===== src/gbs_pkg.sv =====
// ----------------------------------------------------------------------------
// gbs_pkg
// Shared types and constants for the grid bilinear sampler: opcodes, status
// codes, fraction constants and the item record passed from front to back.
// ----------------------------------------------------------------------------
package gbs_pkg;

   // Default grid size
   localparam int DEF_MAX_X_POINTS = 64;
   localparam int DEF_MAX_Y_POINTS = 64;
   localparam int QUEUE_DEPTH      = 2;

   // Opcodes
   localparam logic [1:0] OP_WR_X  = 2'd0;
   localparam logic [1:0] OP_WR_Y  = 2'd1;
   localparam logic [1:0] OP_WR_H  = 2'd2;
   localparam logic [1:0] OP_QUERY = 2'd3;

   // Result status codes
   localparam logic [1:0] ST_OK     = 2'd0;
   localparam logic [1:0] ST_RANGE  = 2'd1;
   localparam logic [1:0] ST_NODATA = 2'd2;

   // Configuration register indexes
   localparam logic CSR_X_POINTS = 1'b0;
   localparam logic CSR_Y_POINTS = 1'b1;

   // Q0.16 fraction, held in 17 bits so that one is representable
   localparam int         FRAC_W    = 17;
   localparam logic [16:0] FRAC_ONE  = 17'h10000;
   localparam logic [16:0] FRAC_HALF = 17'h08000;

   typedef struct packed {
      logic [1:0]         opcode;
      logic [11:0]        write_index;
      logic signed [31:0] write_value;
      logic               write_has_data;
      logic signed [31:0] query_x;
      logic signed [31:0] query_y;
   } item_type;

   typedef struct packed {
      logic     valid;
      item_type item;
   } push_type;

   typedef struct packed {
      logic clearing;
   } back_stat_type;

endpackage


===== src/gbs_queue.sv =====
// ----------------------------------------------------------------------------
// gbs_queue
// Short FIFO of classified items between the front and the back.
// ----------------------------------------------------------------------------
module gbs_queue #(
   parameter int DEPTH = gbs_pkg::QUEUE_DEPTH
) (
   input  logic              clock,
   input  logic              reset,
   input  gbs_pkg::push_type push,
   input  logic              pop,
   output gbs_pkg::item_type head,
   output logic              full,
   output logic              empty
);
   import gbs_pkg::*;

   localparam int PW = $clog2(DEPTH);
   localparam int CNT_W = $clog2(DEPTH + 1);

   item_type         entry_ff [DEPTH];
   logic [PW-1:0]    wr_ptr_ff, wr_ptr_in;
   logic [PW-1:0]    rd_ptr_ff, rd_ptr_in;
   logic [CNT_W-1:0] count_ff, count_in;
   logic             do_push, do_pop;

   assign full    = (count_ff == CNT_W'(DEPTH));
   assign empty   = (count_ff == '0);
   assign do_push = push.valid && !full;
   assign do_pop  = pop && !empty;
   assign head    = entry_ff[rd_ptr_ff];

   // Advance pointers with wrap
   always_comb begin
      wr_ptr_in = wr_ptr_ff;
      rd_ptr_in = rd_ptr_ff;
      count_in  = count_ff;
      if (do_push) begin
         wr_ptr_in = (wr_ptr_ff == PW'(DEPTH - 1)) ? '0 : wr_ptr_ff + PW'(1);
      end
      if (do_pop) begin
         rd_ptr_in = (rd_ptr_ff == PW'(DEPTH - 1)) ? '0 : rd_ptr_ff + PW'(1);
      end
      if (do_push && !do_pop) begin
         count_in = count_ff + CNT_W'(1);
      end else if (do_pop && !do_push) begin
         count_in = count_ff - CNT_W'(1);
      end
   end

   always_ff @(posedge clock) begin
      if (reset) begin
         wr_ptr_ff <= '0;
         rd_ptr_ff <= '0;
         count_ff  <= '0;
      end else begin
         wr_ptr_ff <= wr_ptr_in;
         rd_ptr_ff <= rd_ptr_in;
         count_ff  <= count_in;
      end
   end

   // Store the pushed item
   always_ff @(posedge clock) begin
      if (do_push) begin
         entry_ff[wr_ptr_ff] <= push.item;
      end
   end

endmodule


===== config.mk =====
export PLATFORM = sky130hd
export DESIGN_NAME = gbs_queue
export DESIGN_NICKNAME = d
export VERILOG_FILES = /design/src/gbs_pkg.sv /design/src/gbs_queue.sv
export SDC_FILE = /design/constraint.sdc
export NUM_CORES = 1
export LEC_CHECK = 0
export ABC_AREA = 1
export BUFFER_PORTS_ARGS = -buffer_cell sky130_fd_sc_hd__buf_4
export CAP_MARGIN = 15
export CORE_MARGIN = 2
export CORE_UTILIZATION = 30
export CTS_CLUSTER_DIAMETER = 30
export DETAILED_ROUTE_END_ITERATION = 8
export PLACE_DENSITY_LB_ADDON = 0.2
export SETUP_SLACK_MARGIN = 0.1
export SYNTH_ARGS = -nofsm -noshare
export SYNTH_HDL_FRONTEND = slang
export SYNTH_SLANG_ARGS = --single-unit

===== constraint.sdc =====
create_clock -name clock -period 6.4 [get_ports clock]
set_input_delay 0 -clock clock [delete_from_list [all_inputs] [get_ports clock]]
set_output_delay 0 -clock clock [all_outputs]
set_load 0.1 [all_outputs]

Word-level counts from Yosys, hierarchy flattened. Memories as Yosys holds them, arrays and structs flattened. A register that Yosys moved wholly into a read port is not among the register bits. Cells that the tools add are included.

Memories: 1. Bits in registers: 4. Memory bits (writable): 222. Input port bits: 115.

Memories: entry_ff (words 2, width 111, read ports 1, clocked after memory_dff 1, wr ports 1, line gbs_queue.sv:21) `item_type entry_ff [DEPTH];`.

Reductions and logical operators: 10. Add/subtract/negate cells: 4. Equality and inequality tests: 1. Muxes and demuxes: 8.

Operator list (number): $mux W1 (6); $logic_and A1 B1 Y1 (4); $logic_not A1 Y1 (4); $mux W2 (2); $add A1 B1 Y1 const B (2); $add A2 B1 Y2 const B (1); $eq A2 B2 Y1 const B (1); $logic_not A2 Y1 (1); $reduce_bool A2 Y1 (1); $sub A2 B1 Y2 const B (1).

Longest topological paths before layout. Gate-level depths: netlist of the first run.

Depth in word-level cells: 7. Depth in mapped cells: 10.

Worst setup path before layout of the first run. Ideal clock, no wire load.

Path type: reg-to-reg. Start point: register count_ff[0]. End point: memory entry_ff[0][0] (netlist bit), enable pin. Stages on the path, launching flop included: 3. Data arrival time: 5128 ps. Path slack: 690 ps. Path buffers: 0. Library setup time: 582 ps. Data required time: 5818 ps. Path through: dfxtp_1 -> o21ai_1 -> nor2_1.

Longest elaborated chain between the ends: 5.

Ends and longest elaborated chain: start, declared (line gbs_queue.sv:24) `logic [CNT_W-1:0] count_ff, count_in;`; start signal, assigned (line gbs_queue.sv:59) `count_ff <= count_in;`; $eq A2 B2 Y1 (line gbs_queue.sv:27) `assign full = (count_ff == CNT_W'(DEPTH));`; $logic_not A1 Y1 (line gbs_queue.sv:29) `assign do_push = push.valid && !full;`; $logic_and A1 B1 Y1 (line gbs_queue.sv:29); $mux W1 (line gbs_queue.sv:65) `if (do_push) begin`; $mux W1 (implied by the code) (line gbs_queue.sv:66) `entry_ff[wr_ptr_ff] <= push.item;`; end, declared (line gbs_queue.sv:21).

Every way passes these cells.

==> results.md, run 1 <==
- Highest cell delay on the worst timing path: 0.80 ns
- Peak VDD IR: 0.3756 mV
- Aggregate routed wire length: 17.77 mm
- Library cell occupying the most area in the post-synthesis netlist: sky130_fd_sc_hd__edfxtp_1
- Die Outline Area: 28950 um^2
- Overall overflow remaining after global route: 0
- Library cell with the highest instance count after synthesis: sky130_fd_sc_hd__edfxtp_1
- Drt drc: 0
- Area contributors post-synth: sky130_fd_sc_hd__edfxtp_1, sky130_fd_sc_hd__mux2_2, sky130_fd_sc_hd__buf_6
- Max Clk Rate: 351.7 MHz
- Post-synthesis compound-gate area fraction: 0.003626
- Leakage power: 5.050 nW
- Part of the Yosys area used for sequential elements: 0.8170
- Num CTS Buffers: 51
- Antenna violations before repair: 0
- PostCTS Resize Cnt: 0
- HPWL Detailed: 11.06 mm
- Num Clock Sinks: 227
- Net count after synthesis: 498
- Startpoint Class: flop
- Endpoint arrival time on the critical path: 2.84 ns
- Global placement routability congestion: 0.6809
- Max-slew violation count: 0
- Fraction of layout cells with a size suffix above 1: 0.5278
- Number of instances in the synthesized netlist: 382
- Clock tree from TritonCTS: yes
- Length of the first detailed-routing pass in iterations: 4
- Most used cell along the critical path: sky130_fd_sc_hd__buf_4
- Origin of the worst min-delay path: push[103]
- Synth-to-Final Area Change: 59.74%
- Simple-gate portion of the synthesized area: 0.008007
- Global-route wire length before repair: 26.83 mm
- R2r startpoint: count_ff[0]
- Post-Synth XOR/XNOR Area: 0
- Share of the core filled with cells in the final layout: 0.4895
- Width of the chip: 170.2 um
- Routed length per instance: 15.45 um
- Critical-path maximum fanout: 61
- Count of boundary I/O pins: 228
- Worst-margin pin slew: 0.8470 ns
- Max Clock Skew: 0.009143 ns
- Total power consumption of the routed design: 7.003 mW
- Relative max-transition margin: 0.4353
- Distinct cells, synth: 15
- Placed cells: 943
- Placement Rows: 60
- Number of vias per cell: 4.217
- Root buffer cell: sky130_fd_sc_hd__clkbuf_16
- Ant. Diodes: 0
- Count of routing violations after the opening detailed-route iteration: 239
- Hold violation total from the final report: 0
- Synthesis-stage register bit count: 227
- Post-Synth Adder-Cell Area: 0.001511
- Area share of the leading cell type in the synthesized netlist: 0.8050
- Proportion of synthesized area in mux cells: 0.1509
- Result of the run: complete, no violations
- Final #Nets: 885
- Non-filler instance count after layout: 1150
- Critical Path, Cell by Cell: buf_4 -> mux2_2 -> buf_4
- Family with the most delay on the worst path: buffers and inverters
- Vias after detailed routing: 4849
- Share of the cycle needed by the critical path after routing: 0.4443
- # port buffers: 227
- Final critical-path required period: 2.844 ns
- Mean area per synthesized cell: 21.68 um^2
- Die height: 170.2 um
- Number of synthesized flops with an enable pin: 222
- Most frequent cells after synthesis: sky130_fd_sc_hd__edfxtp_1, sky130_fd_sc_hd__mux2_2, sky130_fd_sc_hd__buf_6, sky130_fd_sc_hd__inv_1, sky130_fd_sc_hd__nor2_1
- Post-route ant nets: 0
- Crit path buf inv count: 2
- Post-layout worst setup margin: 3.556 ns
- Syn. warnings: 0
- Most used DFF post-synth: sky130_fd_sc_hd__edfxtp_1
- Number of max-cap violations: 0
- Class of the tightest hold or removal check: primary input to flop
- Via count of the first global-routing pass: 5225
- Number of endpoints failing setup at the final stage: 0
- Crit. End Element: primary output
- Bufs on Longest Clock Path: 3
- Netlist Area Pre-Place: 8282 um^2
- Clock transition at the registers of the reported paths: 0.04 ns
- Required time of the critical path: 6.40 ns
- Initial cell density of the core: 0.3064
- Master of the slowest instance on the critical path: sky130_fd_sc_hd__dfxtp_4
- Post-CTS Setup Inserts: 0
- Dpl ws: 4.070 ns
- PD cells: 529.4 nW/um^2
- H-tree depth: 2
- # fillers: 2295
- GRT Util Overall: 0.1187
- Post-Route Setup TNS: 0 ns
- Largest family of logic cells by synthesized area: multiplexers
- Async SR Flop Fraction: 0
- RSZ-0062 raised after global routing: no
- Pin count of the biggest net entering global routing: 62
- Core Footprint: 27030 um^2
- Crit Path Class: flop to primary output
- Source-to-sink clock delay at the later pin of the worst-skew pair: 0.52 ns
-- report_power, final --
part | leakage (nW) | internal, mW | switching (mW)
logic | 2.09 | 0.570 | 1.90
clock network | 0.853 | 1.79 | 0.777
registers | 2.11 | 1.89 | 0.0814
total | 5.05 | 4.25 | 2.75
-- logic make-up (layout without fill, tap and decap cells) --
logic type / after synthesis / after routing
muxes: 111 / 111
adders and majority gates: 1 / 1
AOI/OAI and AO/OA: 6 / 6
and+or+nand+nor: 16 / 16
DFF: 227 / 227
buffers and inverters: 21 / 448
-- per-layer routing --
| layer | part of all wire | vias up | wire length [um] | track usage |
|---|---|---|---|---|
| met3 | 0.090 | 44 | 1600 | 0.04884 |
| met4 | 0.027 | 0 | 476 | 0.04831 |
| met2 | 0.48 | 195 | 8595 | 0.1990 |
| met5 | 0 | - | 0 | 0 |
| li1 | - | 2300 | - | - |
| met1 | 0.40 | 2310 | 7098 | 0.1343 |
-- worst reg2reg max path, cell delays in order (launching register included) --
cell	delay [ns]
sky130_fd_sc_hd__dfxtp_1	0.40
sky130_fd_sc_hd__o21ai_1	0.23
sky130_fd_sc_hd__nor2_4	0.14
sky130_fd_sc_hd__buf_4	0.63
-- per-stage QoR --
| stage | cell area (um^2) | hold WS [ns] |
|---|---|---|
| finish | 13230 | 0.1968 |
| global route | 13230 | 0.1853 |
| CTS | 13230 | 0.1674 |
| detailed placement | 10350 | 0.1875 |
| global placement | 10350 | 0.1852 |
| floorplan | 8282 | 0.09887 |
-- flip-flops by register name, summed over array words and instances, names as in the netlist, named ones only --
signal,flops
entry_ff,222
count_ff,2
rd_ptr_ff,1
wr_ptr_ff,1
-- cell usage in the layout (no fill, tap or decap), drive strengths merged --
master       Yosys  routed
buf             12     232
edfxtp         222     222
dlygate4sd3      0     114
mux2           111     111
clkbuf           0      54
clkinv           0      25
inv              9      13
nor2             9       9
bufinv           0       8
o21ai            5       5
dfxtp            5       5
nand2            4       4
clkinvlp         0       2
a21oi            1       1
and2             1       1
nand3            1       1
nand4            1       1
ha               1       1
-- area by class of cell --
class,count,area [um^2],area share
multi-input cells,134,1374,0.1038
inverters,9,33.78,0.002554
clock buffers,54,1309,0.09893
well taps,341,426.7,0.03225
repair buffers,346,2883,0.2179
clock inverters,39,432.9,0.03272
flip-flops and latches,227,6770,0.5118
-- final timing paths --
kind / endpoint / slack, ns / depth (start not counted)
setup / recovery: head[63] / 3.56 / 3
hold / removal: entry_ff[0][103] / 0.20 / 2
setup reg to reg: entry_ff[0][41] / 4.54 / 3
hold reg to reg: wr_ptr_ff / 0.54 / 2
-- what timing repair did --
action,4_1_cts,5_1_grt
hold buffers,114,0
hold endpoints to repair,227,0
setup endpoints to repair,0,0
Note: power is estimated with default switching activity, not from simulation.
==> run 2: changes to the inputs <==
Clock period 6.4 ns to 2.95 ns, I/O delays scaled along.
==> results.md, run 2 (synthesized netlist as in run 1, its figures left out) <==
- Result of the run: complete, no violations
- H-tree depth: 2 (unchanged)
- Count of boundary I/O pins: 228 (unchanged)
- Global placement routability congestion: 0.6979 (+2.5%)
- Aggregate routed wire length: 18.12 mm (+2.0%)
- HPWL Detailed: 10.81 mm (-2.2%)
- Hold buffer count at cts: 114 (unchanged)
- Crit. End Element: primary output
- Width of the chip: 170.2 um (unchanged)
- Non-filler instance count after layout: 1161 (+0.96%)
- Relative max-transition margin: 0.5315 (+0.09619)
- Required time of the critical path: 2.95 ns (-3.45 ns)
- RSZ-0062 raised after global routing: no
- PD cells: 1184 nW/um^2 (+120%)
- Critical-path maximum fanout: 30 (-51%)
- Startpoint Class: flop
- Capture point of the critical path: head[51]
- Clk pwr share: 0.397 (+0.030)
- Clock transition at the registers of the reported paths: 0.05 ns (about the same)
- Die height: 170.2 um (unchanged)
- Max-slew violation count: 0 (unchanged)
- Peak VDD IR: 0.6688 mV (+78%)
- Global-route wire length before repair: 27.39 mm (+2.1%)
- Flip-flop count of the largest register after layout: 222 (unchanged)
- Overall overflow remaining after global route: 0 (unchanged)
- Post-layout worst setup margin: 0.7433 ns (-2.813 ns)
- Source-to-sink clock delay at the later pin of the worst-skew pair: 0.53 ns (about the same)
- Number of endpoints failing setup at the final stage: 0 (unchanged)
- Registers with the most flip-flops: entry_ff (222), count_ff (2)
- R2r startpoint: count_ff[0]
- Share of the core filled with cells in the final layout: 0.5006 (+0.01106)
- Class of the tightest hold or removal check: primary input to flop
- Final #Nets: 891 (+0.68%)
- Routed length per instance: 15.61 um (+1.0%)
- Crit Path Class: flop to primary output
- Core Footprint: 27030 um^2 (unchanged)
- Vias after detailed routing: 4916 (+1.4%)
- Max Clock Skew: 0.01582 ns (+0.006675 ns)
- Final critical-path required period: 2.207 ns
- Dpl ws: 1.159 ns (-2.911 ns)
- Worst Reg-to-Reg Cells: 3 (unchanged)
- Synth-to-Final Area Change: 63.35%
- Leakage power: 5.174 nW (+2.5%)
- Worst setup slack for register-to-register paths: 1.16 ns (-3.38 ns)
- Origin of the worst min-delay path: push[75]
- Placed cells: 944 (+0.11%)
- Hold violation total from the final report: 0 (unchanged)
- Die Outline Area: 28950 um^2 (unchanged)
- Via count of the first global-routing pass: 5538 (+6.0%)
- Placed cell areas: 10390 um^2 (+0.43%)
- PostCTS Resize Cnt: 0 (unchanged)
- Most common cell after layout, fill and taps aside: sky130_fd_sc_hd__buf_4
- GRT Util Overall: 0.1213 (+0.002687)
- Commonest cells after routing, fill and taps aside: sky130_fd_sc_hd__buf_4, sky130_fd_sc_hd__edfxtp_1, sky130_fd_sc_hd__dlygate4sd3_1, sky130_fd_sc_hd__mux2_2, sky130_fd_sc_hd__clkbuf_16
- Post-CTS Setup Inserts: 0 (unchanged)
- Clock tree from TritonCTS: yes
- Share of the cycle needed by the critical path after routing: 0.7480
- Internal portion of total power: 9.970 mW (+130%)
- Antenna violations before repair: 1 (+1)
- Bufs on Longest Clock Path: 3 (unchanged)
- Worst-margin pin slew: 0.7028 ns (-0.1443 ns)
- Num Clock Sinks: 227 (unchanged)
- Post-route ant nets: 0 (unchanged)
- Root buffer cell: sky130_fd_sc_hd__clkbuf_16
- Pin count of the biggest net entering global routing: 63 (+1.6%)
- Count of routing violations after the opening detailed-route iteration: 178 (-26%)
- Worst flop-to-flop path endpoint: entry_ff[1][35]
- Seq pwr share: 0.264 (-0.017)
- Initial cell density of the core: 0.3064 (unchanged)
- Register bank with the most flops: entry_ff
- Number of max-cap violations: 0 (unchanged)
- Drt drc: 0 (unchanged)
- # port buffers: 227 (unchanged)
- Num CTS Buffers: 56 (+9.8%)
- Endpoint arrival time on the critical path: 2.21 ns (-0.63 ns)
- Fraction of layout cells with a size suffix above 1: 0.5348 (+0.006986)
- Total power consumption of the routed design: 16.02 mW (+130%)
- Placement Rows: 60 (unchanged)
- Finished Cell Area: 13530 um^2 (+2.3%)
- Number of vias per cell: 4.234 (+0.42%)
- Length of the first detailed-routing pass in iterations: 4 (unchanged)
- Logic pwr share: 0.339 (-0.013)
- # fillers: 2242 (-2.3%)
- Switching power share of the total: 0.3778 (-0.01544)
- Max Clk Rate: 453.2 MHz
- Net Switching: 6.052 mW (+120%)
## run 2: critical path, cell delays in order (launching register included)
cell,delay [ns]
sky130_fd_sc_hd__dfxtp_4,0.55
sky130_fd_sc_hd__buf_4,0.44
sky130_fd_sc_hd__mux2_2,0.42
sky130_fd_sc_hd__buf_4,0.24
## run 2: through the flow
stage               hold slack, ns  setup TNS [ns]
floorplan                  0.09887         -201.63
global placement            0.1846               0
detailed placement          0.1876               0
CTS                         0.1636               0
global route                0.1717               0
finish                      0.1926               0
## run 2: power by group through the flow
stage | clock, mW | sequential [mW] | combinational, mW
3_3_place_gp | 0 | 4.26 | 5.31
5_1_grt | 6.67 | 4.27 | 5.62
4_1_cts | 6.49 | 4.23 | 5.49
2_1_floorplan | 0 | 4.26 | 4.33
6_report | 6.37 | 4.22 | 5.43
3_5_place_dp | 0 | 4.28 | 5.34
## run 2: how the worst min path moves through the flow
| stage | end | slack [ns] | cells past startpoint |
|---|---|---|---|
| after floorplan | entry_ff[0][0] | 0.1 | 0 |
| after global placement | entry_ff[0][83] | 0.18 | 1 |
| after detailed placement | entry_ff[1][8] | 0.19 | 1 |
| after CTS | entry_ff[0][27] | 0.16 | 2 |
| after global routing | entry_ff[1][27] | 0.17 | 2 |
| final | entry_ff[0][75] | 0.19 | 2 |
## run 2: per-layer routing
metal | track usage | vias up | share of wire
met5 | 0 | - | 0
met4 | 0.05314 | 0 | 0.028
met3 | 0.04837 | 46 | 0.080
met2 | 0.2087 | 188 | 0.49
met1 | 0.1323 | 2364 | 0.40
li1 | - | 2318 | -
## run 2: final cells by class
class | count | area [um^2] | area share
antenna | 1 | 2.502 | 0.0001850
clock buffer | 63 | 1449 | 0.1071
clock inverter | 39 | 544.3 | 0.04023
inverter | 9 | 33.78 | 0.002497
multi-input combinational | 134 | 1374 | 0.1016
sequential | 227 | 6770 | 0.5005
tap | 341 | 426.7 | 0.03154
timing repair buffer | 347 | 2928 | 0.2164
